[src/sv/nec_ir_frame_decoder_assert.svh]
// Assertion macros for the NEC infrared frame decoder.
// Included by the top level; depends on nothing else.
`ifndef NEC_IR_FRAME_DECODER_ASSERT_SVH
`define NEC_IR_FRAME_DECODER_ASSERT_SVH

// The consequent must hold in the same cycle as the antecedent.
`define NECIR_ASSERT_SAME(label, clk, rst, ante, cons) \
   label: assert property (@(posedge clk) disable iff (rst) (ante) |-> (cons)) \
      else $error("necir assertion failed");

// The consequent must hold in the cycle after the antecedent.
`define NECIR_ASSERT_NEXT(label, clk, rst, ante, cons) \
   label: assert property (@(posedge clk) disable iff (rst) (ante) |=> (cons)) \
      else $error("necir assertion failed");

`endif

[src/sv/necir_pkg.sv]
// Shared types, constants and helpers for the NEC infrared frame decoder.
// Depends on nothing; used by necir_frame_core and nec_ir_frame_decoder.
`default_nettype none

package necir_pkg;

   localparam int INTERVAL_W     = 16;
   localparam int COMMAND_W      = 8;
   localparam int ADDRESS_W      = 8;
   localparam int CSR_INDEX_W    = 3;
   localparam int DATA_BITS      = 32;
   localparam int COUNT_W        = 6;
   localparam int CMD_FIRST_BIT  = 24;

   typedef enum logic [CSR_INDEX_W-1:0] {
      REG_START_LOW      = 3'd0,
      REG_START_HIGH     = 3'd1,
      REG_ZERO_LOW       = 3'd2,
      REG_ZERO_HIGH      = 3'd3,
      REG_ONE_LOW        = 3'd4,
      REG_ONE_HIGH       = 3'd5,
      REG_DEVICE_ADDRESS = 3'd6
   } csr_index_type;

   localparam logic [INTERVAL_W-1:0] START_LOW_RESET  = 16'd2160;
   localparam logic [INTERVAL_W-1:0] START_HIGH_RESET = 16'd3240;
   localparam logic [INTERVAL_W-1:0] ONE_LOW_RESET    = 16'd360;
   localparam logic [INTERVAL_W-1:0] ONE_HIGH_RESET   = 16'd540;
   localparam logic [ADDRESS_W-1:0]  ADDRESS_RESET    = 8'd0;

   typedef struct packed {
      logic [INTERVAL_W-1:0] start_low;
      logic [INTERVAL_W-1:0] start_high;
      logic [INTERVAL_W-1:0] one_low;
      logic [INTERVAL_W-1:0] one_high;
      logic [ADDRESS_W-1:0]  device_address;
   } cfg_type;

   function automatic logic in_window(input logic [INTERVAL_W-1:0] v,
                                      input logic [INTERVAL_W-1:0] lo,
                                      input logic [INTERVAL_W-1:0] hi);
      return (lo < v) && (v < hi);
   endfunction

endpackage

`default_nettype wire

[src/sv/nec_ir_frame_decoder.sv]
// NEC infrared frame decoder.
// The block takes one falling-edge interval per item on the req_ channel; an item
// with req_frame_first set is the leader of a frame. The 32 intervals after it are
// data bits; after the last one a single item leaves on the rsp_ channel carrying
// the command byte, or zero if the leader was outside its window or the address
// did not match the configured device address. Other items give no result.
// An accepted item is registered, then processed by the frame logic into the
// result register; the item that completes a frame is processed only once the
// result register is empty or its result is taken. One item is taken per cycle,
// bounded only by the result register.
// When rsp_stall holds a result, items that give no result still pass; the item
// that would give the next result waits in the input register and req_stall rises.
// The csr_ port is always ready and sets the start and one windows and the device
// address; the user must use it only while the block is idle, which the block does
// not enforce. Synchronous reset restores the default windows, closes any open frame and empties both registers.
// Depends on necir_pkg, necir_frame_core and nec_ir_frame_decoder_assert.svh.
`default_nettype none

`include "nec_ir_frame_decoder_assert.svh"

module nec_ir_frame_decoder
   import necir_pkg::*;
(
   input  wire logic                   clock,
   input  wire logic                   reset,
   input  wire logic                   req_valid,
   output logic                        req_stall,
   input  wire logic [INTERVAL_W-1:0]  req_interval,
   input  wire logic                   req_frame_first,
   output logic                        rsp_valid,
   input  wire logic                   rsp_stall,
   output logic [COMMAND_W-1:0]        rsp_command,
   input  wire logic                   csr_valid,
   output logic                        csr_ready,
   input  wire logic [CSR_INDEX_W-1:0] csr_index,
   input  wire logic [INTERVAL_W-1:0]  csr_data
);

   cfg_type cfg_ff, cfg_in;

   logic                  s1_valid_ff, s1_valid_in;
   logic [INTERVAL_W-1:0] s1_interval_ff, s1_interval_in;
   logic                  s1_first_ff, s1_first_in;
   logic                  rsp_valid_ff, rsp_valid_in;
   logic [COMMAND_W-1:0]  rsp_command_ff, rsp_command_in;

   logic                  req_accept;
   logic                  s1_fire;
   logic                  core_done;
   logic [COMMAND_W-1:0]  core_command;

   assign csr_ready = 1'b1;

   always_comb begin
      cfg_in = cfg_ff;
      if (csr_valid && csr_ready) begin
         unique case (csr_index_type'(csr_index))
            REG_START_LOW:      cfg_in.start_low      = csr_data;
            REG_START_HIGH:     cfg_in.start_high     = csr_data;
            REG_ONE_LOW:        cfg_in.one_low        = csr_data;
            REG_ONE_HIGH:       cfg_in.one_high       = csr_data;
            REG_DEVICE_ADDRESS: cfg_in.device_address = csr_data[ADDRESS_W-1:0];
            default:            cfg_in = cfg_ff;
         endcase
      end
   end

   necir_frame_core u_core (
      .clock       (clock),
      .reset       (reset),
      .item_fire   (s1_fire),
      .interval    (s1_interval_ff),
      .frame_first (s1_first_ff),
      .cfg         (cfg_ff),
      .frame_done  (core_done),
      .command     (core_command)
   );

   assign s1_fire    = s1_valid_ff && (!core_done || !rsp_valid_ff || !rsp_stall);
   assign req_stall  = s1_valid_ff && !s1_fire;
   assign req_accept = req_valid && !req_stall;

   always_comb begin
      s1_valid_in    = s1_fire ? 1'b0 : s1_valid_ff;
      s1_interval_in = s1_interval_ff;
      s1_first_in    = s1_first_ff;
      if (req_accept) begin
         s1_valid_in    = 1'b1;
         s1_interval_in = req_interval;
         s1_first_in    = req_frame_first;
      end
   end

   always_comb begin
      rsp_valid_in   = rsp_valid_ff;
      rsp_command_in = rsp_command_ff;
      if (s1_fire && core_done) begin
         rsp_valid_in   = 1'b1;
         rsp_command_in = core_command;
      end else if (rsp_valid_ff && !rsp_stall) begin
         rsp_valid_in = 1'b0;
      end
   end

   assign rsp_valid   = rsp_valid_ff;
   assign rsp_command = rsp_command_ff;

   always_ff @(posedge clock) begin
      if (reset) begin
         cfg_ff.start_low      <= START_LOW_RESET;
         cfg_ff.start_high     <= START_HIGH_RESET;
         cfg_ff.one_low        <= ONE_LOW_RESET;
         cfg_ff.one_high       <= ONE_HIGH_RESET;
         cfg_ff.device_address <= ADDRESS_RESET;
         s1_valid_ff           <= 1'b0;
         rsp_valid_ff          <= 1'b0;
      end else begin
         cfg_ff       <= cfg_in;
         s1_valid_ff  <= s1_valid_in;
         rsp_valid_ff <= rsp_valid_in;
      end
   end

   always_ff @(posedge clock) begin
      s1_interval_ff <= s1_interval_in;
      s1_first_ff    <= s1_first_in;
      rsp_command_ff <= rsp_command_in;
   end

   `NECIR_ASSERT_SAME(a_stall_needs_item, clock, reset, req_stall, s1_valid_ff)
   `NECIR_ASSERT_SAME(a_no_result_overwrite, clock, reset,
      s1_fire && core_done, !rsp_valid_ff || !rsp_stall)
   `NECIR_ASSERT_NEXT(a_result_registered, clock, reset,
      s1_fire && core_done, rsp_valid_ff)

endmodule

`default_nettype wire

[src/sv/necir_frame_core.sv]
// Frame state of the NEC decoder: leader check, bit classification and shifting.
// Depends on necir_pkg.
`default_nettype none

module necir_frame_core
   import necir_pkg::*;
(
   input  wire logic                  clock,
   input  wire logic                  reset,
   input  wire logic                  item_fire,
   input  wire logic [INTERVAL_W-1:0] interval,
   input  wire logic                  frame_first,
   input  wire cfg_type               cfg,
   output logic                       frame_done,
   output logic [COMMAND_W-1:0]       command
);

   localparam logic [COUNT_W-1:0] LAST_COUNT = COUNT_W'(DATA_BITS);
   localparam logic [COUNT_W-1:0] ADDR_END   = COUNT_W'(ADDRESS_W);
   localparam logic [COUNT_W-1:0] CMD_START  = COUNT_W'(CMD_FIRST_BIT);

   logic [COUNT_W-1:0]   count_ff, count_in;
   logic                 leader_ff, leader_in;
   logic [ADDRESS_W-1:0] address_ff, address_in;
   logic [COMMAND_W-1:0] command_ff, command_in;
   logic [COUNT_W-1:0]   bit_index;
   logic                 data_bit;
   logic                 count_open;

   assign bit_index  = count_ff - COUNT_W'(1);
   assign data_bit   = in_window(interval, cfg.one_low, cfg.one_high);
   assign count_open = (count_ff != '0) && (count_ff <= LAST_COUNT);
   assign frame_done = !frame_first && (count_ff == LAST_COUNT);
   assign command    = (leader_ff && (address_ff == cfg.device_address))
                       ? {command_ff[COMMAND_W-2:0], data_bit} : '0;

   always_comb begin
      count_in   = count_ff;
      leader_in  = leader_ff;
      address_in = address_ff;
      command_in = command_ff;
      if (item_fire) begin
         if (frame_first) begin
            leader_in  = in_window(interval, cfg.start_low, cfg.start_high);
            address_in = '0;
            command_in = '0;
            count_in   = COUNT_W'(1);
         end else if (!count_open) begin
            count_in = '0;
         end else begin
            if (bit_index < ADDR_END) begin
               address_in = {address_ff[ADDRESS_W-2:0], data_bit};
            end else if (bit_index >= CMD_START) begin
               command_in = {command_ff[COMMAND_W-2:0], data_bit};
            end
            count_in = (count_ff == LAST_COUNT) ? '0 : count_ff + COUNT_W'(1);
         end
      end
   end

   always_ff @(posedge clock) begin
      if (reset) begin
         count_ff   <= '0;
         leader_ff  <= 1'b0;
         address_ff <= '0;
         command_ff <= '0;
      end else begin
         count_ff   <= count_in;
         leader_ff  <= leader_in;
         address_ff <= address_in;
         command_ff <= command_in;
      end
   end

endmodule

`default_nettype wire

[config.mk]
export PLATFORM = sky130hd
export DESIGN_NAME = nec_ir_frame_decoder
export DESIGN_NICKNAME = d
export VERILOG_FILES = /design/src/sv/necir_pkg.sv /design/src/sv/nec_ir_frame_decoder.sv /design/src/sv/necir_frame_core.sv
export VERILOG_INCLUDE_DIRS = /design/src /design/src/sv
export SDC_FILE = /design/constraint.sdc
export NUM_CORES = 1
export LEC_CHECK = 0
export BUFFER_PORTS_ARGS = -buffer_cell sky130_fd_sc_hd__buf_2
export CAP_MARGIN = 20
export CORE_UTILIZATION = 25
export CTS_BUF_LIST = sky130_fd_sc_hd__clkbuf_16
export CTS_CLUSTER_SIZE = 25
export DETAILED_ROUTE_END_ITERATION = 10
export GPL_TIMING_DRIVEN = 0
export PLACE_DENSITY = 0.4
export SYNTH_ARGS = -nofsm -noshare
export SYNTH_HDL_FRONTEND = slang
export SYNTH_SLANG_ARGS = --single-unit
[constraint.sdc]
create_clock -name clock -period 2.5 [get_ports clock]
set_input_delay 0.375 -clock clock [delete_from_list [all_inputs] [get_ports clock]]
set_output_delay 0.375 -clock clock [all_outputs]
set_load 0.02 [all_outputs]
# Yosys cells after proc, flatten, opt, wreduce, memory -nomap -nowiden
# Cells that the tools add are included.
# word_totals
ff_bits	121
in_bits	41
# classes
n_addsub	2
magnitude_cmp	7
n_eq_ne	7
muxes	14
n_reduce_logical	33
# ops
cell	n
$lt A16 B16 Y1	4
$mux W7	4
$mux W8	3
$mux W6	3
$reduce_and A2 Y1	6
$logic_and A1 B1 Y1	10
$reduce_bool A2 Y1	5
$eq A3 B3 Y1 const B	3
$eq A8 B8 Y1	1
$add A6 B1 Y6 const B	1
$eq A6 B6 Y1 const B	1
$ge A6 B5 Y1 const B	1
$le A6 B6 Y1 const B	1
$logic_not A1 Y1	6
$lt A6 B4 Y1 const B	1
$reduce_bool A6 Y1	1
$sub A6 B1 Y6 const B	1
$mux W1	4
$reduce_and A4 Y1	1
$eq A3 B1 Y1 const B	1
$logic_not A3 Y1	1
$reduce_and A3 Y1	1
$logic_or A1 B1 Y1	2
$ne A2 B2 Y1 const B	1

# Longest topological paths before layout
# depth
ltp_word	11
depth_mapped	8
ltp_nobuf	7

# Modules after synthesis
# Synthesis repeated with hierarchy kept, for this count alone.
# hier_totals
hier_cells	631
hier_area_um2	6379.9
# by_module_without_submodules
mod	n_inst	cells_each	area_each_um2	seq_area_each_um2
nec_ir_frame_decoder	1	310	3748.6	2232.1
necir_frame_core	1	321	2631.3	440.4

# Worst setup path before layout
# OpenSTA, ideal clock, no wires.
# synth_path
kind	flip-flop to flip-flop
from	reg u_core.count_ff[0]
to	reg s1_first_ff (enable)
setup_time_ns	0.357
t_arrival_ns	2.203
required_ns	2.143
setup_slack_ns	-0.060
path_stages_with_launch	7
path_buffers	0
cell_sequence	dfxtp_1 -> inv_1 -> ha_1 -> nor4b_1 -> nand2_1 -> nor3_1 -> nor2b_1
# synth_between
elab_chain_len	10
# synth_lines
item	line	source
start: declaration	necir_frame_core.sv:22	logic [COUNT_W-1:0] count_ff, count_in;
start signal: assignment	necir_frame_core.sv:68	count_ff <= count_in;
$eq A6 B6 Y1	necir_frame_core.sv:33	assign frame_done = !frame_first && (count_ff == LAST_COUNT);
$logic_and A1 B1 Y1	necir_frame_core.sv:33	
$logic_not A1 Y1	nec_ir_frame_decoder.sv:79	assign s1_fire = s1_valid_ff && (!core_done || !rsp_valid_ff || !rsp_stall);
$logic_or A1 B1 Y1 (2 in a row)	nec_ir_frame_decoder.sv:79	
$logic_and A1 B1 Y1	nec_ir_frame_decoder.sv:79	
$logic_not A1 Y1	nec_ir_frame_decoder.sv:80	assign req_stall = s1_valid_ff && !s1_fire;
$logic_and A1 B1 Y1	nec_ir_frame_decoder.sv:80	
via req_stall	nec_ir_frame_decoder.sv:27	output logic req_stall,
$logic_not A1 Y1	nec_ir_frame_decoder.sv:81	assign req_accept = req_valid && !req_stall;
$logic_and A1 B1 Y1	nec_ir_frame_decoder.sv:81	
via req_accept	nec_ir_frame_decoder.sv:47	logic req_accept;
end signal: assignment	nec_ir_frame_decoder.sv:126	s1_first_ff <= s1_first_in;
end: declaration	nec_ir_frame_decoder.sv:43	logic s1_first_ff, s1_first_in;
# The timed path passes the listed nets, and every way through them passes these cells.
# A chain may end at the register's enable or synchronous reset.

# Worst setup path after layout
# layout_path
from	reg u_core.count_ff[2]
to	reg rsp_command_ff[6], in the netlist rsp_command[6] (enable)
# layout_between
elab_chain_len	7
# layout_lines
item	line	source
$eq A6 B6 Y1 *	necir_frame_core.sv:33	
$logic_and A1 B1 Y1 *	necir_frame_core.sv:33	
$logic_not A1 Y1	nec_ir_frame_decoder.sv:79	
$logic_or A1 B1 Y1 (2 in a row)	nec_ir_frame_decoder.sv:79	
$logic_and A1 B1 Y1	nec_ir_frame_decoder.sv:79	
$logic_and A1 B1 Y1 *	nec_ir_frame_decoder.sv:97	if (s1_fire && core_done) begin
end signal: assignment	nec_ir_frame_decoder.sv:127	rsp_command_ff <= rsp_command_in;
end: declaration	nec_ir_frame_decoder.sv:45	logic [COMMAND_W-1:0] rsp_command_ff, rsp_command_in;
# Every way passes the cells marked *; elsewhere a longest branch is shown, timed or not.

==> qor.csv <==
stage,metric,value,unit
sta,fin_ws,0.109,ns
clocking,htree_levels,4,
setup_path,r2r_slack,0.11,ns
place,dp.cells,1058,
finish,diodes,0,
synth,synthAdderAreaFrac,13.1,%
sta,report.final.hold_viol_count,0,
die,io_pins,52,
routing,final_antenna_net_count,0,
synth,synth_seq_cells,121,
synth,synth-simple-area-share,19.3,%
routing,met2_length,8710,um
finish,final_nets,865,
pwr,p_sw_share,25.4,%
routing,wl_per_cell,16.5,um
pwr,power_leakage,2.91,nW
clocking,cts_hold_buf,0,
synth,synth_edf_count,25,
pwr,p_total,4.88,mW
setup_path,worstSetupStartpointType,flip-flop,
synth,synth_compound_area_share,16.3,%
pwr,clock_power_share,47.7,%
finish,drive_above_1_share,12.5,%
sta,skew,0.00900,ns
clocking,clock_tree.buffer_depth,2,
sta,post-route-min-period,2.39,ns
sta,clock.fmax,418,MHz
clocking,cts_made_buffers,17,
min_path,min_from,req_frame_first,
synth,synth_top_family_by_area,simple AND/OR/NAND/NOR gates,
routing,viasPerCell,4.64,
die,coreArea,0.0235,sq mm
routing,vias,5072,
setup_path,cp-end-kind,flip-flop,
sta,tightest_slew,0.910,ns
global_route,grt.total_usage,15.6,%
synth,synth_ff_type,dfxtp_1,
clocking,clock-sinks,121,
place,io_buffers,49,
finish,layout.cells.most_common,nand2_1,
sta,slew_headroom,38.3,%
finish,fillers,2554,
sta,hold_ws,0.123,ns
synth,yosysWarnings,0,
global_route,grt_first_pass_wirelength,28200,um
routing,highest_layer,met4,
synth,avgSynthCellArea,8.73,sq um
synth,synth.net_count,792,
synth,synth_cell_types,59,
place,dp_slack,-0.104,ns
synth,seq_area_frac_synth,44.5,%
die,die_area,0.0246,sq mm
sta,rsz0062_at_grt,false,
setup_path,arrival,2.48,ns
pwr,power.density,669,mW/mm^2
sta,finalMaxSlewViolations,0,
routing,drt_iter0_drc,211,
pwr,peakVddDrop,0.350,mV
place,finalWeightedCongestion,0.805,
pwr,power_frac_seq,43.0,%
pwr,combPwrFrac,9.3,%
pwr,internal-power,3.64,mW
routing,wl_met1,8430,um
setup_path,cp-startpoint,u_core.count_ff[2],
synth,syn_area,0.00600,sq mm
setup_path,crit_required,2.58,ns
sta,setup_viol,0,
clocking,clk_pin_slew,0.06,ns
routing,dr_wl_met3,659,um
setup_path,timing.rr.start,u_core.count_ff[2],
finish,utilization,31.0,%
global_route,grt.overflow.total,0,
synth,synthArstFlopShare,0,%
routing,wirelength,18100,um
run_status,status,finished clean,
global_route,grt_max_degree,17,
routing,route.detailed.drc,0,
run,drv_cap,0,
pwr,switchingPower,1.24,mW
routing,first_pass_iters,4,
finish,final_cell_mix,"nand2_1 (155), dfxtp_1 (96), a21oi_1 (83), ha_1 (63), inv_1 (55)",
finish,finalNonFillerCells,1093,
finish,area_growth,21.5,%
setup_path,criticalPathCategory,reg2reg,
synth,synth-xor-area-share,1.17,%
synth,muxShareOfSynthArea,0.188,%
setup_path,cp_max_fo,10,
place,dp_hpwl,13600,um
synth,syn_inst,688,
die,die_y,157,um
die,placementRows,56,
global_route,antenna_found_initial,0,
die,start_util,25.5,%
clocking,cts-root-buf,clkbuf_16,
clocking,clock_latency,0.42,ns
clocking,cts_tree,built,
die,die_w,157,um
min_path,hold_class,in2reg,
sta,finalCritPeriodShare,95.7,%
global_route,grt_pass1_vias,4993,
worst max-delay path, stage by stage (launching register included):
cell and delay [ns]:
dfxtp_1 0.30, buf_6 0.13, or3_1 0.43, o311ai_1 0.82
nor2_1 0.36
layer usage:
layer	GRT usage, %	vias up
li1	-	2552
met1	19.8	2395
met2	26.2	105
met3	3.22	20
met4	5.23	0
met5	0	-
final timing paths:
kind,to,cells after the start
max,rsp_command[6],4
min,s1_first_ff,1
max reg2reg,rsp_command[6],4
min reg2reg,cfg_ff[13],2
final cells by class:
cell class,instances,area (sq um),area share (%)
Clock buffer,17,425,5.83
Timing Repair Buffer,55,310,4.25
Sequential cell,121,2670,36.6
Inverter,52,199,2.73
Multi-Input combinational cell,485,3050,41.8
Tap cell,319,399,5.47
Clock inverter,15,121,1.66
Buffer,29,123,1.68
logic make-up after synthesis:
family                   count (synthesis)
buffers and inverters                   82
AND/OR/NAND/NOR                        254
XOR/XNOR                                 8
multiplexers                             1
other                                    1
flip-flops                             121
AO/OA/AOI/OAI                          158
adder cells (fa/ha/maj)                 63
cell usage after synthesis, types with 6 or more instances:
cell type / number / area share [%]
nand2_1: 156 / 9.8
dfxtp_1: 96 / 32
a21oi_1: 83 / 6.9
ha_1: 63 / 13
inv_1: 51 / 3.2
edfxtp_1: 25 / 13
clkbuf_1: 24 / 1.5
o21ai_0: 19 / 1.6
nor2_1: 17 / 1.1
nand3_1: 15 / 1.3
nand4_1: 14 / 1.5
nor3_1: 12 / 1.0
o211ai_1: 12 / 1.5
and2_1: 8 / 0.83
a211oi_1: 7 / 0.88
a21o_1: 7 / 0.88
a22o_1: 7 / 1.0
xor2_1: 7 / 1.0
or3_1: 6 / 0.63
through the flow:
step           TNS [ns]  cell area, sq um
2_1_floorplan         0              6010
3_3_place_gp     -21.99              6650
3_5_place_dp      -1.22              6690
4_1_cts           -1.01              7250
5_1_grt               0              7300
6_report              0              7300
registers in the layout (all words and copies together), names as in the netlist:
name               cells
s1_first_ff            1
u_core.address_ff      8
rsp_valid              1
cfg_ff                72
rsp_command            8
u_core.leader_ff       1
u_core.command_ff      7
u_core.count_ff        6
s1_valid_ff            1
s1_interval_ff        16
repair_timing:
item | CTS | global route
resized for setup | 3 | 4
setup buffers | 0 | 4
endpoints found under the hold margin | 0 | 0
endpoints found under the setup margin | 13 | 18
gates cloned | 0 | 0
pin swaps | 0 | 2
power by group through the flow:
stage / combinational, mW / sequential [mW] / clock, mW
after floorplan: 0.274 / 2.12 / 0
after global placement: 0.446 / 2.13 / 0
after detailed placement: 0.457 / 2.13 / 0
after CTS: 0.463 / 2.09 / 2.40
after global routing: 0.518 / 2.10 / 2.48
final: 0.454 / 2.10 / 2.33
No activity file was read; power rests on OpenSTA's default activity.
